$ cat src/p2bcd_pkg.sv
// Shared constants, types and the gamma ROM of the pixel to bit-plane writer.
// Used by every module of the block; depends on nothing else.
package p2bcd_pkg;

    localparam int PANEL_WIDTH_DEF     = 32;
    localparam int PANEL_HEIGHT_DEF    = 32;
    localparam int FRAME_COUNT_DEF     = 14;
    localparam int FRAME_BYTES_DEF     = 72;
    localparam int ROW_BLOCK_BYTES_DEF = 1008;

    localparam int COORD_W  = 6;
    localparam int COLOR_W  = 8;
    localparam int ADDR_W   = 14;
    localparam int GAMMA_W  = 14;
    localparam int BRIGHT_W = 9;
    localparam int COL_W    = 6;
    localparam int ROW_W    = 5;
    localparam int PROD_W   = COLOR_W + BRIGHT_W;

    // Each frame of a row block starts with two header bytes.
    localparam int FRAME_HEADER_BYTES = 2;

    localparam int GAMMA_MAX   = 16383;
    localparam int GAMMA_DEPTH = 256;
    localparam int BIG_W       = 256;

    localparam logic [BRIGHT_W-1:0] BRIGHT_FULL  = 9'd256;
    localparam logic [BRIGHT_W-1:0] BRIGHT_RESET = 9'd256;

    localparam int APB_ADDR_W = 3;
    localparam int APB_DATA_W = 32;
    localparam logic [0:0] REG_BRIGHTNESS = 1'b0;

    typedef logic [GAMMA_W-1:0] t_gamma;
    typedef t_gamma t_gamma_rom [GAMMA_DEPTH];

    typedef struct packed {
        t_gamma             gamma_red;
        t_gamma             gamma_green;
        t_gamma             gamma_blue;
        logic [ADDR_W-1:0]  base_addr;
    } t_plane_job;

    // Entry idx is the largest v with (2v-1)^5 * 255^14 <= (2*16383)^5 * idx^14,
    // which is the exact round-to-nearest of 16383 * (idx/255)^2.8.
    function automatic t_gamma gamma_entry(input int unsigned idx);
        logic [BIG_W-1:0] rhs;
        logic [BIG_W-1:0] lhs;
        int unsigned      lo;
        int unsigned      hi;
        int unsigned      mid;
        int               k;
        int               step;
        rhs = BIG_W'(1);
        for (k = 0; k < 5; k++) begin
            rhs = rhs * BIG_W'(2 * GAMMA_MAX);
        end
        for (k = 0; k < 14; k++) begin
            rhs = rhs * BIG_W'(idx);
        end
        lo = 0;
        hi = GAMMA_MAX;
        for (step = 0; step < 16; step++) begin
            if (lo < hi) begin
                mid = (lo + hi + 1) / 2;
                lhs = BIG_W'(1);
                for (k = 0; k < 5; k++) begin
                    lhs = lhs * BIG_W'(2 * mid - 1);
                end
                for (k = 0; k < 14; k++) begin
                    lhs = lhs * BIG_W'(255);
                end
                if (lhs <= rhs) begin
                    lo = mid;
                end else begin
                    hi = mid - 1;
                end
            end
        end
        return GAMMA_W'(lo);
    endfunction

    function automatic t_gamma_rom build_gamma();
        t_gamma_rom rom;
        int         i;
        for (i = 0; i < GAMMA_DEPTH; i++) begin
            rom[i] = gamma_entry(i);
        end
        return rom;
    endfunction

    localparam t_gamma_rom GAMMA_ROM = build_gamma();

endpackage

$ cat src/p2bcd_pixel_if.sv
// Request channel for pixel writes: valid/ready handshake plus pixel payload.
// Widths come from p2bcd_pkg.
interface p2bcd_pixel_if;
    logic                            valid;
    logic                            ready;
    logic [p2bcd_pkg::COORD_W-1:0]   pixel_x;
    logic [p2bcd_pkg::COORD_W-1:0]   pixel_y;
    logic [p2bcd_pkg::COLOR_W-1:0]   red;
    logic [p2bcd_pkg::COLOR_W-1:0]   green;
    logic [p2bcd_pkg::COLOR_W-1:0]   blue;

    modport source (output valid, pixel_x, pixel_y, red, green, blue, input ready);
    modport sink   (input valid, pixel_x, pixel_y, red, green, blue, output ready);
endinterface

$ cat src/p2bcd_plane_if.sv
// Request channel for bit-plane byte writes: valid/ready handshake plus payload.
// Widths come from p2bcd_pkg.
interface p2bcd_plane_if;
    logic                          valid;
    logic                          ready;
    logic [p2bcd_pkg::ADDR_W-1:0]  plane_address;
    logic [2:0]                    plane_bits;
    logic                          last_plane;

    modport source (output valid, plane_address, plane_bits, last_plane, input ready);
    modport sink   (input valid, plane_address, plane_bits, last_plane, output ready);
endinterface

$ cat src/p2bcd_cfg.sv
// APB-style configuration register file holding the brightness register.
// Depends on p2bcd_pkg.
module p2bcd_cfg (
    input  logic                                i_clk,
    input  logic                                i_rst_n,
    input  logic                                psel,
    input  logic                                penable,
    input  logic                                pwrite,
    input  logic [p2bcd_pkg::APB_ADDR_W-1:0]    paddr,
    input  logic [p2bcd_pkg::APB_DATA_W-1:0]    pwdata,
    output logic [p2bcd_pkg::APB_DATA_W-1:0]    prdata,
    output logic                                pready,
    output logic [p2bcd_pkg::BRIGHT_W-1:0]      o_brightness
);
    logic [p2bcd_pkg::BRIGHT_W-1:0] r_brightness;
    logic [p2bcd_pkg::BRIGHT_W-1:0] n_brightness;
    logic [0:0]                     w_index;
    logic                           w_write;

    assign w_index = paddr[p2bcd_pkg::APB_ADDR_W-1:2];
    assign w_write = psel && penable && pwrite;
    assign pready  = 1'b1;

    always_comb begin
        n_brightness = r_brightness;
        if (w_write && (w_index == p2bcd_pkg::REG_BRIGHTNESS)) begin
            n_brightness = pwdata[p2bcd_pkg::BRIGHT_W-1:0];
        end
    end

    always_ff @(posedge i_clk) begin
        if (!i_rst_n) begin
            r_brightness <= p2bcd_pkg::BRIGHT_RESET;
        end else begin
            r_brightness <= n_brightness;
        end
    end

    always_comb begin
        case (w_index)
            p2bcd_pkg::REG_BRIGHTNESS: begin
                prdata = p2bcd_pkg::APB_DATA_W'(r_brightness);
            end
            default: begin
                prdata = '0;
            end
        endcase
    end

    assign o_brightness = r_brightness;
endmodule

$ cat src/p2bcd_prep.sv
// Front pipeline: panel check, mirror and fold, brightness scaling (stage 1),
// then gamma ROM lookup and row base address (stage 2). Depends on p2bcd_pkg.
module p2bcd_prep #(
    parameter int PANEL_WIDTH     = p2bcd_pkg::PANEL_WIDTH_DEF,
    parameter int PANEL_HEIGHT    = p2bcd_pkg::PANEL_HEIGHT_DEF,
    parameter int ROW_BLOCK_BYTES = p2bcd_pkg::ROW_BLOCK_BYTES_DEF
) (
    input  logic                            i_clk,
    input  logic                            i_rst_n,
    p2bcd_pixel_if.sink                     i_pix,
    input  logic [p2bcd_pkg::BRIGHT_W-1:0]  i_brightness,
    output p2bcd_pkg::t_plane_job           o_job,
    output logic                            o_job_valid,
    input  logic                            i_job_ready
);
    localparam int COORD_W = p2bcd_pkg::COORD_W;
    localparam int COLOR_W = p2bcd_pkg::COLOR_W;
    localparam int COL_W   = p2bcd_pkg::COL_W;
    localparam int ROW_W   = p2bcd_pkg::ROW_W;
    localparam int ADDR_W  = p2bcd_pkg::ADDR_W;
    localparam int PROD_W  = p2bcd_pkg::PROD_W;

    logic                   r_s1_valid;
    logic [COL_W-1:0]       r_s1_col;
    logic [ROW_W-1:0]       r_s1_row;
    logic [COLOR_W-1:0]     r_s1_red;
    logic [COLOR_W-1:0]     r_s1_green;
    logic [COLOR_W-1:0]     r_s1_blue;
    logic                   r_s2_valid;
    p2bcd_pkg::t_plane_job  r_s2_job;

    logic                   w_s1_free;
    logic                   w_s2_free;
    logic                   w_on_panel;
    logic [COL_W-1:0]       w_col_m;
    logic [ROW_W-1:0]       w_row_m;
    logic [COL_W-1:0]       n_col;
    logic [ROW_W-1:0]       n_row;
    logic [p2bcd_pkg::BRIGHT_W-1:0] w_scale;
    logic [PROD_W-1:0]      w_prod_red;
    logic [PROD_W-1:0]      w_prod_green;
    logic [PROD_W-1:0]      w_prod_blue;
    p2bcd_pkg::t_plane_job  n_job;

    assign w_s2_free   = !r_s2_valid || i_job_ready;
    assign w_s1_free   = !r_s1_valid || w_s2_free;
    assign i_pix.ready = w_s1_free;

    assign w_on_panel = (i_pix.pixel_x < COORD_W'(PANEL_WIDTH)) &&
                        (i_pix.pixel_y < COORD_W'(PANEL_HEIGHT));

    // Mirror both axes; the upper half of the mirrored panel moves right by
    // one panel width, the lower half moves up by half the panel height.
    always_comb begin
        w_col_m = COL_W'(PANEL_WIDTH - 1) - i_pix.pixel_x;
        w_row_m = ROW_W'(PANEL_HEIGHT - 1) - i_pix.pixel_y[ROW_W-1:0];
        if (w_row_m < ROW_W'(PANEL_HEIGHT / 2)) begin
            n_col = w_col_m + COL_W'(PANEL_WIDTH);
            n_row = w_row_m;
        end else begin
            n_col = w_col_m;
            n_row = w_row_m - ROW_W'(PANEL_HEIGHT / 2);
        end
    end

    assign w_scale = (i_brightness > p2bcd_pkg::BRIGHT_FULL) ?
                     p2bcd_pkg::BRIGHT_FULL : i_brightness;
    assign w_prod_red   = PROD_W'(i_pix.red)   * PROD_W'(w_scale);
    assign w_prod_green = PROD_W'(i_pix.green) * PROD_W'(w_scale);
    assign w_prod_blue  = PROD_W'(i_pix.blue)  * PROD_W'(w_scale);

    always_ff @(posedge i_clk) begin
        if (!i_rst_n) begin
            r_s1_valid <= 1'b0;
        end else if (w_s1_free) begin
            r_s1_valid <= i_pix.valid && w_on_panel;
        end
    end

    always_ff @(posedge i_clk) begin
        if (w_s1_free && i_pix.valid) begin
            r_s1_col   <= n_col;
            r_s1_row   <= n_row;
            r_s1_red   <= w_prod_red[COLOR_W+7:8];
            r_s1_green <= w_prod_green[COLOR_W+7:8];
            r_s1_blue  <= w_prod_blue[COLOR_W+7:8];
        end
    end

    always_comb begin
        n_job.gamma_red   = p2bcd_pkg::GAMMA_ROM[r_s1_red];
        n_job.gamma_green = p2bcd_pkg::GAMMA_ROM[r_s1_green];
        n_job.gamma_blue  = p2bcd_pkg::GAMMA_ROM[r_s1_blue];
        n_job.base_addr   = ADDR_W'(r_s1_row) * ADDR_W'(ROW_BLOCK_BYTES)
                          + ADDR_W'(p2bcd_pkg::FRAME_HEADER_BYTES)
                          + ADDR_W'(r_s1_col);
    end

    always_ff @(posedge i_clk) begin
        if (!i_rst_n) begin
            r_s2_valid <= 1'b0;
        end else if (w_s2_free) begin
            r_s2_valid <= r_s1_valid;
        end
    end

    always_ff @(posedge i_clk) begin
        if (w_s2_free && r_s1_valid) begin
            r_s2_job <= n_job;
        end
    end

    assign o_job       = r_s2_job;
    assign o_job_valid = r_s2_valid;
endmodule

$ cat src/p2bcd_emit.sv
// Frame sequencer: turns one prepared pixel into one byte write per modulation
// frame, straight from registers. Depends on p2bcd_pkg and p2bcd_plane_if.
module p2bcd_emit #(
    parameter int FRAME_COUNT = p2bcd_pkg::FRAME_COUNT_DEF,
    parameter int FRAME_BYTES = p2bcd_pkg::FRAME_BYTES_DEF
) (
    input  logic                    i_clk,
    input  logic                    i_rst_n,
    input  p2bcd_pkg::t_plane_job   i_job,
    input  logic                    i_job_valid,
    output logic                    o_job_ready,
    p2bcd_plane_if.source           o_plane
);
    localparam int FW     = (FRAME_COUNT > 1) ? $clog2(FRAME_COUNT) : 1;
    localparam int ADDR_W = p2bcd_pkg::ADDR_W;

    logic                   r_busy;
    logic                   r_last;
    logic [FW-1:0]          r_frame;
    logic [ADDR_W-1:0]      r_addr;
    p2bcd_pkg::t_gamma      r_gamma_red;
    p2bcd_pkg::t_gamma      r_gamma_green;
    p2bcd_pkg::t_gamma      r_gamma_blue;

    logic                   w_out_fire;
    logic                   w_load;
    logic                   w_step;

    assign w_out_fire  = r_busy && o_plane.ready;
    assign o_job_ready = !r_busy || (o_plane.ready && r_last);
    assign w_load      = i_job_valid && o_job_ready;
    assign w_step      = w_out_fire && !r_last;

    always_ff @(posedge i_clk) begin
        if (!i_rst_n) begin
            r_busy  <= 1'b0;
            r_last  <= 1'b0;
            r_frame <= '0;
        end else if (w_load) begin
            r_busy  <= 1'b1;
            r_last  <= (FRAME_COUNT == 1);
            r_frame <= '0;
        end else if (w_step) begin
            r_last  <= ((r_frame + FW'(1)) == FW'(FRAME_COUNT - 1));
            r_frame <= r_frame + FW'(1);
        end else if (w_out_fire) begin
            r_busy  <= 1'b0;
        end
    end

    // Gamma words shift right one bit per frame; frames past the word width
    // therefore carry zeros.
    always_ff @(posedge i_clk) begin
        if (w_load) begin
            r_addr        <= i_job.base_addr;
            r_gamma_red   <= i_job.gamma_red;
            r_gamma_green <= i_job.gamma_green;
            r_gamma_blue  <= i_job.gamma_blue;
        end else if (w_step) begin
            r_addr        <= r_addr + ADDR_W'(FRAME_BYTES);
            r_gamma_red   <= r_gamma_red >> 1;
            r_gamma_green <= r_gamma_green >> 1;
            r_gamma_blue  <= r_gamma_blue >> 1;
        end
    end

    assign o_plane.valid         = r_busy;
    assign o_plane.plane_address = r_addr;
    assign o_plane.plane_bits    = {r_gamma_red[0], r_gamma_green[0], r_gamma_blue[0]};
    assign o_plane.last_plane    = r_last;
endmodule

$ cat src/pixel_to_bcd_bitplane_writer_top.sv
// Pixel to bit-plane writer for a binary code modulation LED matrix.
// Pixel writes enter on i_pix; byte writes for the frame buffer leave on o_plane.
// Brightness is written through the APB-style port (register 0, byte address 0).
// Each on-panel pixel produces FRAME_COUNT byte writes, one per modulation frame,
// in frame order, with last_plane set on the final one. Off-panel pixels are
// accepted and dropped without producing writes.
// The first write of a pixel passes the two front stages (panel check and
// scaling, then gamma lookup and base address) and the frame sequencer.
// The frame sequencer issues one write per cycle while o_plane.ready is high
// and starts the next pixel right after the current one's last write. The input
// takes a new pixel every cycle while the two front stages have room, so the
// next pixel waits prepared while the current one is being written out.
// When the receiver holds o_plane.ready low, the current write stays on the
// port unchanged and the front stages fill up, then i_pix.ready drops.
// Reset (synchronous, active low) empties the pipeline and sets brightness to
// 256 (full scale). Brightness should be changed only while the block is idle.
module pixel_to_bcd_bitplane_writer_top #(
    parameter int PANEL_WIDTH     = p2bcd_pkg::PANEL_WIDTH_DEF,
    parameter int PANEL_HEIGHT    = p2bcd_pkg::PANEL_HEIGHT_DEF,
    parameter int FRAME_COUNT     = p2bcd_pkg::FRAME_COUNT_DEF,
    parameter int FRAME_BYTES     = p2bcd_pkg::FRAME_BYTES_DEF,
    parameter int ROW_BLOCK_BYTES = p2bcd_pkg::ROW_BLOCK_BYTES_DEF
) (
    input  logic                                i_clk,
    input  logic                                i_rst_n,
    p2bcd_pixel_if.sink                         i_pix,
    p2bcd_plane_if.source                       o_plane,
    input  logic                                psel,
    input  logic                                penable,
    input  logic                                pwrite,
    input  logic [p2bcd_pkg::APB_ADDR_W-1:0]    paddr,
    input  logic [p2bcd_pkg::APB_DATA_W-1:0]    pwdata,
    output logic [p2bcd_pkg::APB_DATA_W-1:0]    prdata,
    output logic                                pready
);
    logic [p2bcd_pkg::BRIGHT_W-1:0] w_brightness;
    p2bcd_pkg::t_plane_job          w_job;
    logic                           w_job_valid;
    logic                           w_job_ready;

    p2bcd_cfg u_cfg (
        .i_clk        (i_clk),
        .i_rst_n      (i_rst_n),
        .psel         (psel),
        .penable      (penable),
        .pwrite       (pwrite),
        .paddr        (paddr),
        .pwdata       (pwdata),
        .prdata       (prdata),
        .pready       (pready),
        .o_brightness (w_brightness)
    );

    p2bcd_prep #(
        .PANEL_WIDTH     (PANEL_WIDTH),
        .PANEL_HEIGHT    (PANEL_HEIGHT),
        .ROW_BLOCK_BYTES (ROW_BLOCK_BYTES)
    ) u_prep (
        .i_clk        (i_clk),
        .i_rst_n      (i_rst_n),
        .i_pix        (i_pix),
        .i_brightness (w_brightness),
        .o_job        (w_job),
        .o_job_valid  (w_job_valid),
        .i_job_ready  (w_job_ready)
    );

    p2bcd_emit #(
        .FRAME_COUNT (FRAME_COUNT),
        .FRAME_BYTES (FRAME_BYTES)
    ) u_emit (
        .i_clk       (i_clk),
        .i_rst_n     (i_rst_n),
        .i_job       (w_job),
        .i_job_valid (w_job_valid),
        .o_job_ready (w_job_ready),
        .o_plane     (o_plane)
    );

    // Within one pixel, consecutive writes follow each other with no gap and
    // step the address by one frame.
    a_frame_step: assert property (@(posedge i_clk) disable iff (!i_rst_n)
        o_plane.valid && o_plane.ready && !o_plane.last_plane |=>
            o_plane.valid &&
            (o_plane.plane_address ==
             $past(o_plane.plane_address) + p2bcd_pkg::ADDR_W'(FRAME_BYTES)))
        else $error("frame write sequence broken");

    // A prepared pixel waiting for the sequencer must not change.
    a_job_hold: assert property (@(posedge i_clk) disable iff (!i_rst_n)
        w_job_valid && !w_job_ready |=> w_job_valid && $stable(w_job))
        else $error("prepared pixel lost or changed while stalled");

    // Reset restores full-scale brightness.
    a_bright_reset: assert property (@(posedge i_clk)
        !i_rst_n |=> w_brightness == p2bcd_pkg::BRIGHT_RESET)
        else $error("brightness not restored by reset");
endmodule
$ cat src/flat_wrapper.sv
// flat-port wrapper written by rule: the top's interface ports become plain ports
module pixel_to_bcd_bitplane_writer_top_flat 
#(
    parameter int PANEL_WIDTH     = p2bcd_pkg::PANEL_WIDTH_DEF,
    parameter int PANEL_HEIGHT    = p2bcd_pkg::PANEL_HEIGHT_DEF,
    parameter int FRAME_COUNT     = p2bcd_pkg::FRAME_COUNT_DEF,
    parameter int FRAME_BYTES     = p2bcd_pkg::FRAME_BYTES_DEF,
    parameter int ROW_BLOCK_BYTES = p2bcd_pkg::ROW_BLOCK_BYTES_DEF
)
  (i_clk, i_rst_n, psel, penable, pwrite, paddr, pwdata, prdata, pready, i_pix_valid, i_pix_pixel_x, i_pix_pixel_y, i_pix_red, i_pix_green, i_pix_blue, i_pix_ready, o_plane_valid, o_plane_plane_address, o_plane_plane_bits, o_plane_last_plane, o_plane_ready);
  p2bcd_pixel_if i_pix_i ();
  p2bcd_plane_if o_plane_i ();
  input  logic i_clk;
  input  logic i_rst_n;
  input  logic psel;
  input  logic penable;
  input  logic pwrite;
  input  logic [p2bcd_pkg::APB_ADDR_W-1:0] paddr;
  input  logic [p2bcd_pkg::APB_DATA_W-1:0] pwdata;
  output logic [p2bcd_pkg::APB_DATA_W-1:0] prdata;
  output logic pready;
  input wire logic [$bits(i_pix_i.valid)-1:0] i_pix_valid;
  input wire logic [$bits(i_pix_i.pixel_x)-1:0] i_pix_pixel_x;
  input wire logic [$bits(i_pix_i.pixel_y)-1:0] i_pix_pixel_y;
  input wire logic [$bits(i_pix_i.red)-1:0] i_pix_red;
  input wire logic [$bits(i_pix_i.green)-1:0] i_pix_green;
  input wire logic [$bits(i_pix_i.blue)-1:0] i_pix_blue;
  output wire logic [$bits(i_pix_i.ready)-1:0] i_pix_ready;
  output wire logic [$bits(o_plane_i.valid)-1:0] o_plane_valid;
  output wire logic [$bits(o_plane_i.plane_address)-1:0] o_plane_plane_address;
  output wire logic [$bits(o_plane_i.plane_bits)-1:0] o_plane_plane_bits;
  output wire logic [$bits(o_plane_i.last_plane)-1:0] o_plane_last_plane;
  input wire logic [$bits(o_plane_i.ready)-1:0] o_plane_ready;
  assign i_pix_i.valid = i_pix_valid;
  assign i_pix_i.pixel_x = i_pix_pixel_x;
  assign i_pix_i.pixel_y = i_pix_pixel_y;
  assign i_pix_i.red = i_pix_red;
  assign i_pix_i.green = i_pix_green;
  assign i_pix_i.blue = i_pix_blue;
  assign i_pix_ready = i_pix_i.ready;
  assign o_plane_valid = o_plane_i.valid;
  assign o_plane_plane_address = o_plane_i.plane_address;
  assign o_plane_plane_bits = o_plane_i.plane_bits;
  assign o_plane_last_plane = o_plane_i.last_plane;
  assign o_plane_i.ready = o_plane_ready;
  pixel_to_bcd_bitplane_writer_top #(.PANEL_WIDTH(PANEL_WIDTH), .PANEL_HEIGHT(PANEL_HEIGHT), .FRAME_COUNT(FRAME_COUNT), .FRAME_BYTES(FRAME_BYTES), .ROW_BLOCK_BYTES(ROW_BLOCK_BYTES)) u_core (.i_clk(i_clk), .i_rst_n(i_rst_n), .i_pix(i_pix_i), .o_plane(o_plane_i), .psel(psel), .penable(penable), .pwrite(pwrite), .paddr(paddr), .pwdata(pwdata), .prdata(prdata), .pready(pready));
endmodule
$ cat config.mk
export PLATFORM = sky130hd
export DESIGN_NAME = pixel_to_bcd_bitplane_writer_top_flat
export DESIGN_NICKNAME = d
export VERILOG_FILES = /design/src/p2bcd_pkg.sv /design/src/p2bcd_pixel_if.sv /design/src/p2bcd_plane_if.sv /design/src/p2bcd_cfg.sv /design/src/p2bcd_prep.sv /design/src/p2bcd_emit.sv /design/src/pixel_to_bcd_bitplane_writer_top.sv /design/src/flat_wrapper.sv
export SDC_FILE = /design/constraint.sdc
export NUM_CORES = 1
export LEC_CHECK = 0
export BUFFER_PORTS_ARGS = -buffer_cell sky130_fd_sc_hd__buf_2
export CORE_ASPECT_RATIO = 1.75
export CORE_MARGIN = 2
export CORE_UTILIZATION = 35
export CTS_CLUSTER_DIAMETER = 60
export DETAILED_ROUTE_END_ITERATION = 16
export MAX_ROUTING_LAYER = met4
export PLACE_DENSITY = 0.56
export SKIP_CTS_REPAIR_TIMING = 1
export SLEW_MARGIN = 20
export SYNTH_ARGS = -nofsm -noshare
export SYNTH_HDL_FRONTEND = slang
export SYNTH_SLANG_ARGS = --single-unit
export TNS_END_PERCENT = 100
$ cat constraint.sdc
create_clock -name i_clk -period 12.6 [get_ports i_clk]
set_input_delay 2.52 -clock i_clk [delete_from_list [all_inputs] [get_ports i_clk]]
set_output_delay 2.52 -clock i_clk [all_outputs]
set_load 0.03 [all_outputs]
==> summary.txt, run 1 <==
Critical path
  • Required time of the critical path: 12820 ps
  • Worst reg-to-reg setup slack: 7070 ps
  • Worst Setup End Kind: flip-flop
  • Cells on worst reg2reg path: 17
  • Reg2reg start: u_core.u_cfg.o_brightness[2]
  • Worst-path fanout max: 9
  • Arrival time worst endpoint: 6850 ps
  • Worst setup SP type: input pin
  • CP Class: input pin to flip-flop
  • Reg-to-reg critical path endpoint: u_core.u_prep.r_s1_blue[4]
  • Origin of the worst setup path: i_pix_red[2]

Logic synthesis
  • Top post-synthesis cells by area: edfxtp_1, fa_1, ha_1
  • Top FF cell, synth: edfxtp_1
  • Synth async-reset ratio: 0%
  • Cells after Synth: 3007
  • Post-synth EDFFs: 146
  • FF+latch count, synth: 163
  • Post-Syn Area per Cell: 7.99 um^2
  • Netlist cell types: 87
  • Area fraction of the dominant cell type after synthesis: 18.3%
  • Cell Area, Synth: 0.0240 mm^2
  • Synth area leader: edfxtp_1
  • Yosys warns: 0
  • Register area share after synthesis: 19.7%

Die
  • Area of the core: 0.0682 mm^2
  • Num ports: 131
  • Chip Height: 351 um
  • Starting Density: 35.2%
  • Die width: 202 um
  • Die ar.: 0.0708 mm^2
  • Row cnt: 127

Timing
  • Final WS setup: 5970 ps
  • Setup TNS Final: 0 ps
  • Slew headroom: 35.2%
  • Slew Viols, Final: 0
  • Final setup viols: 0
  • Final Hold Viols: 0
  • Final Cycle Share: 52.6%
  • Slew @ Worst Pin: 967 ps
  • Final clock skew: 17.8 ps
  • Fmax: 0.151 GHz
  • Tmin final: 6630 ps
  • RSZ-0062 raised after global routing: no

Place
  • Post-DP HPWL: 60400 um
  • I/O Buffers: 81
  • Dpl ws: 5460 ps
  • DP Area: 0.0247 mm^2
  • Routability Congestion: 0.997

Layout
  • Post-layout nets: 3275
  • Share of cells above drive strength 1: 8.83%
  • Fill cells: 7205
  • Diodes inserted: 0
  • Area growth syn-to-layout: 5.44%
  • Post-Layout Inst Area: 0.0253 mm^2
  • Final core occ: 37.1%

Global routing
  • Global-route track usage on met1: 25.2%
  • GRT met2 Usage: 42.3%
  • Largest net degree at the start of global routing: 89
  • First-pass GRT wire length: 130000 um
  • Busiest layer in global routing: met2
  • Initial antenna violation count: 0
  • Vias in the first global route: 22200
  • GRT overflow: 0
  • Total GRT Usage: 24.1%
  • GRT met3 Usage: 2.60%

Power and ir drop
  • Pwr Total: 0.00197 W
  • PwrDens: 78.0 mW/mm^2
  • Leak: 10.4 nW
  • Peak VDD IR: 112 uV

Drt
  • Routed Antenna Nets: 0
  • Via/cell ratio: 5.91
  • Routed wire length: 83800 um
  • Vias post-DR: 22500
  • TritonRoute pass-1 iters: 5
  • Iter 0 DRT Violations: 1880
  • WL per Instance: 22.0 um
  • DRC violations left: 0

Clock tree
  • Clk root buf: clkbuf_16
  • H-tree Lvls: 4
  • CTS Buffer Depth: 2
  • Clock transition at path regs: 70 ps
  • Total CTS buffers: 17
  • CTS tree: built
  • Insertion delay to the later sink of the worst-skew pair: 480 ps
  • CTS sink count: 163

Worst hold path
  • Hold crit path type: flip-flop to flip-flop
  • Hold Crit Depth: 0
  • HP Start: u_core.u_prep.r_s1_col[0]
  • Hold Crit Endpoint: u_core.u_prep.o_job[0]

Outcome
  • Outcome: finished, final reports clean

Job
  • Max-Cap Viols: 0
## cell type report
cell class	instances	area, um^2	area share (%)
inverters	223	838	3.31
multi-input cells	2348	17200	67.7
clock inverters	15	164	0.647
repair buffers	145	886	3.50
clock buffers	17	425	1.68
flip-flops and latches	163	4720	18.7
well taps	903	1130	4.46
## cell families after synthesis
group           Yosys count  share of synthesized area [%]
buf+inv                 518                           9.31
simple gates           1062                           21.8
compound gates          842                           23.3
xor+xnor                 65                           2.43
flops                   163                           19.7
other cells               2                         0.0313
fa+ha+maj               299                           19.5
mux                      56                           3.91
## sequential cells by signal (all words and copies together), names as in the netlist
name                                 cells
u_core.u_emit.o_plane.last_plane         1
u_core.u_prep.r_s1_col                   6
u_core.u_prep.r_s1_valid                 1
u_core.u_prep.r_s1_red                   8
u_core.u_prep.r_s1_green                 8
u_core.u_emit.r_gamma_blue              14
u_core.u_prep.r_s1_blue                  8
u_core.u_emit.r_gamma_green             14
u_core.u_prep.o_job_valid                1
u_core.u_emit.o_plane.valid              1
u_core.u_prep.o_job                     56
u_core.u_cfg.o_brightness                9
u_core.u_emit.r_gamma_red               14
u_core.u_emit.o_plane.plane_address     14
u_core.u_emit.r_frame                    4
u_core.u_prep.r_s1_row                   4
## layout by cell type (no fill, tap or decap), types with 18 or more instances in the layout
cell type and n:
nand2_1 355, conb_1 24, a211oi_1 49, and2_1 175, nor2b_1 70, nor2_1 164, a311oi_1 33, mux4_2 29
xnor2_1 42, a31oi_1 51, nand2b_1 62, edfxtp_1 146, a21o_1 20, nand3_1 67, inv_1 217, fa_1 127
o211ai_1 60, buf_2 81, xor2_1 22, ha_1 172, o311ai_0 34, o21ai_0 192, buf_4 64, mux2i_1 18
nor3_1 67, a21oi_1 191
## metal layers
layer	share of wire, %	vias to the layer above
li1	-	10400
met1	36	10800
met2	51	993
met3	5.1	348
met4	7.8	0
met5	0	-
## worst max-delay path, cell delays in order
cell and delay [ps]:
buf_2 150, and2_1 170, fa_1 530, inv_1 50, fa_1 540, inv_1 70, fa_1 500, fa_1 430
ha_1 290, a2111oi_0 330, o21ai_0 260, a41oi_1 490, o21ai_0 220, a21oi_1 210, xnor2_1 80
## synthesized netlist by cell type, drive strengths merged (17+ instances only)
cell type / instances
a211oi: 50
a21o: 20
a21oi: 191
a311oi: 33
a31oi: 51
and2: 179
buf: 157
clkbuf: 138
dfxtp: 17
edfxtp: 146
fa: 127
ha: 172
inv: 217
mux2i: 18
mux4: 29
nand2: 356
nand2b: 63
nand3: 67
nor2: 171
nor2b: 70
nor3: 67
o211ai: 60
o21ai: 194
o311ai: 34
or2: 18
xnor2: 42
xor2: 22
## metrics by stage
stage               std cells  hold WS (ps)
floorplan                3029           400
global placement         3782           404
detailed placement       3782           419
CTS                      3814           428
global route             3814           453
finish                   3814           426
## how the worst max path moves through the flow
stage	to	slack, ps	cells after the start
after floorplan	u_core.u_prep.o_job[0]	5240	2
after global placement	u_core.u_prep.r_s1_red[6]	5500	15
after detailed placement	u_core.u_prep.r_s1_red[6]	5460	15
after CTS	u_core.u_prep.r_s1_red[6]	5930	15
after global routing	u_core.u_prep.r_s1_red[6]	5680	15
final	u_core.u_prep.r_s1_red[6]	5970	15
## report_power, final
| group | leakage, nW | switching [W] | internal (W) | total (W) |
|---|---|---|---|---|
| Sequential | 1.49 | 0.00000892 | 0.000619 | 0.000628 |
| Clock | 0.288 | 0.000269 | 0.000266 | 0.000535 |
| Combinational | 8.67 | 0.000528 | 0.000283 | 0.000811 |
| Total | 10.4 | 0.000806 | 0.00117 | 0.00197 |
No activity file was read; power rests on OpenSTA's default activity.
==> inputs of run 2 (changes only) <==
==> constraint.sdc (replaced) <==
create_clock -name i_clk -period 6.86 [get_ports i_clk]
set_input_delay 1.372 -clock i_clk [delete_from_list [all_inputs] [get_ports i_clk]]
set_output_delay 1.372 -clock i_clk [all_outputs]
set_load 0.03 [all_outputs]
==> run 2 against run 1 <==
Compared with the run above: combinational power is 84% higher; utilization about the same; non-clock buffer count fell by 1; die area unchanged; cell area is essentially flat; largest cell class unchanged; critical endpoint unchanged; worst hold slack better by 5.5 ps; sequential share of layout area about the same; highest routed layer unchanged; global-route usage is 0.32 points higher; critical path depth down 1; sequential power is 83% higher; first-iteration DRC count fell by 5.9%; clock power grew 93%; largest power group unchanged.
==> summary.txt, run 2 (synthesis gave the netlist of run 1 again) <==
Timing
  • Slew headroom: 8.73% (was 35.2%)
  • Fmax: 0.176 GHz
  • Final setup viols: 0 (unchanged)
  • Slew Viols, Final: 0 (unchanged)
  • Final clock skew: 14.5 ps (was 17.8 ps)
  • Tmin final: 5700 ps
  • RSZ-0062 raised after global routing: no (unchanged)
  • Final Hold Viols: 0 (unchanged)
  • WHS: 431 ps (was 426 ps)
  • Final WS setup: 1160 ps (was 5970 ps)
  • Slew @ Worst Pin: 1330 ps (was 967 ps)
  • Setup TNS Final: 0 ps (unchanged)
  • Final Cycle Share: 83.0%

Clock tree
  • CTS sink count: 163 (unchanged)
  • CTS Buffer Depth: 2 (unchanged)
  • Total CTS buffers: 17 (unchanged)
  • Clk root buf: clkbuf_16 (unchanged)
  • H-tree Lvls: 4 (unchanged)
  • Insertion delay to the later sink of the worst-skew pair: 470 ps (was 480 ps)
  • CTS tree: built (unchanged)
  • Clock transition at path regs: 70 ps (about the same)

Drt
  • TritonRoute pass-1 iters: 6 (was 5)
  • DRC violations left: 0 (unchanged)
  • Iter 0 DRT Violations: 1770 (was 1880)
  • Vias post-DR: 22500 (about the same)
  • Routed wire length: 84600 um (was 83800 um)
  • Routed Antenna Nets: 0 (unchanged)
  • Via/cell ratio: 5.89 (was 5.91)
  • WL per Instance: 22.2 um (was 22.0 um)

Place
  • Post-DP HPWL: 61100 um (was 60400 um)
  • Routability Congestion: 0.994 (was 0.997)
  • I/O Buffers: 81 (unchanged)
  • Dpl ws: 767 ps (was 5460 ps)

Die
  • Chip Height: 351 um (unchanged)
  • Die ar.: 0.0708 mm^2 (unchanged)
  • Starting Density: 35.2% (unchanged)
  • Die width: 202 um (unchanged)
  • Row cnt: 127 (unchanged)
  • Area of the core: 0.0682 mm^2 (unchanged)
  • Num ports: 131 (unchanged)

Worst hold path
  • Hold crit path type: flip-flop to flip-flop (unchanged)
  • Hold Crit Depth: 0 (unchanged)
  • HP Start: u_core.u_prep.r_s1_col[0] (unchanged)
  • Hold Crit Endpoint: u_core.u_prep.o_job[0] (unchanged)

Critical path
  • Origin of the worst setup path: u_core.u_cfg.o_brightness[1] (was i_pix_red[2])
  • Arrival time worst endpoint: 5910 ps (was 6850 ps)
  • Reg2reg start: u_core.u_cfg.o_brightness[1] (was u_core.u_cfg.o_brightness[2])
  • Required time of the critical path: 7080 ps (was 12820 ps)
  • CP Class: flip-flop to flip-flop (was input pin to flip-flop)
  • Worst Setup End Kind: flip-flop (unchanged)
  • Worst setup SP type: flip-flop (was input pin)
  • Worst reg-to-reg setup slack: 1160 ps (was 7070 ps)
  • Worst-path fanout max: 13 (was 9)
  • Reg-to-reg critical path endpoint: u_core.u_prep.r_s1_red[6] (was u_core.u_prep.r_s1_blue[4])
  • Cells on worst reg2reg path: 14 (was 17)

Layout
  • Post-layout nets: 3274 (was 3275)
  • Area growth syn-to-layout: 5.50% (was 5.44%)
  • Max reg flops: 56 (unchanged)
  • Most frequent cells in the layout: nand2_1, inv_1, o21ai_0, a21oi_1, and2_1 (unchanged)
  • Commonest non-fill, non-tap cell in the layout: nand2_1 (unchanged)
  • Diodes inserted: 0 (unchanged)
  • Share of cells above drive strength 1: 8.76% (was 8.83%)

Power and ir drop
  • Peak VDD IR: 165 uV (was 112 uV)
  • Pwr Total: 0.00367 W (was 0.00197 W)
  • Leak: 10.4 nW (about the same)
  • Reg power frac: 31.4% (was 31.8%)
  • PwrDens: 145 mW/mm^2 (was 78.0 mW/mm^2)
  • Switch Pwr: 0.00146 W (was 0.000806 W)
  • Combinational share of power: 40.6% (was 41.1%)
  • Sw frac: 39.6% (was 40.8%)
  • Clk pwr share: 27.9% (was 27.1%)
  • Pint: 0.00222 W (was 0.00117 W)

Global routing
  • GRT overflow: 0 (unchanged)
  • Largest net degree at the start of global routing: 102 (was 89)
  • Total GRT Usage: 24.4% (was 24.1%)
  • Vias in the first global route: 22500 (was 22200)
  • First-pass GRT wire length: 131000 um (was 130000 um)
  • Initial antenna violation count: 0 (unchanged)

Job
  • Max-Cap Viols: 0 (unchanged)

Outcome
  • Outcome: finished, final reports clean (unchanged)
-- run 2: stage by stage --
stage	instances	area [um^2]	util, %
after CTS	3813	25300	37.2
after detailed placement	3781	24700	36.3
after floorplan	3029	24100	-
after global placement	3781	24700	36.3
after global routing	3813	25300	37.2
final	3813	25300	37.2
-- run 2: cell type report --
type	instances	area, um^2
timing repair buffer	144	878
clock inverter	13	166
sequential	163	4720
fill	7147	42800
tap	903	1130
inverter	223	838
multi-input combinational	2348	17200
clock buffer	19	443
-- run 2: worst max path at each step --
| stage | slack (ps) | cells after the start | to |
|---|---|---|---|
| 2_1_floorplan | 650 | 2 | u_core.u_prep.o_job[0] |
| 3_3_place_gp | 900 | 15 | u_core.u_prep.r_s1_red[6] |
| 3_5_place_dp | 770 | 15 | u_core.u_prep.r_s1_red[6] |
| 4_1_cts | 1020 | 14 | u_core.u_prep.r_s1_red[6] |
| 5_1_grt | 660 | 14 | u_core.u_prep.r_s1_red[6] |
| 6_report | 1160 | 14 | u_core.u_prep.r_s1_red[6] |
-- run 2: power groups by stage --
stage / clock [W] / sequential (W) / combinational [W]
floorplan: 0 / 0.00118 / 0.00106
global route: 0.00108 / 0.00116 / 0.00162
detailed placement: 0 / 0.00118 / 0.00145
CTS: 0.00105 / 0.00115 / 0.00145
finish: 0.00103 / 0.00115 / 0.00149
global placement: 0 / 0.00118 / 0.00145
-- run 2: critical path, stage by stage, from the launching register on --
cell,delay [ps]
dfxtp_1,480
nor2b_1,840
nand2_1,170
fa_1,510
fa_1,520
inv_1,60
fa_1,510
fa_1,440
ha_1,300
a2111oi_0,370
o21ai_0,280
a41oi_1,470
o21ai_0,220
a21oi_1,210
xnor2_1,80
-- run 2: per-layer routing --
layer | GRT usage, % | vias to the layer above | part of all wire (%)
met5 | - | - | 0
li1 | - | 10400 | -
met3 | 2.35 | 335 | 4.8
met2 | 43.1 | 963 | 51
met4 | 17.1 | 0 | 7.7
met1 | 25.6 | 10800 | 37
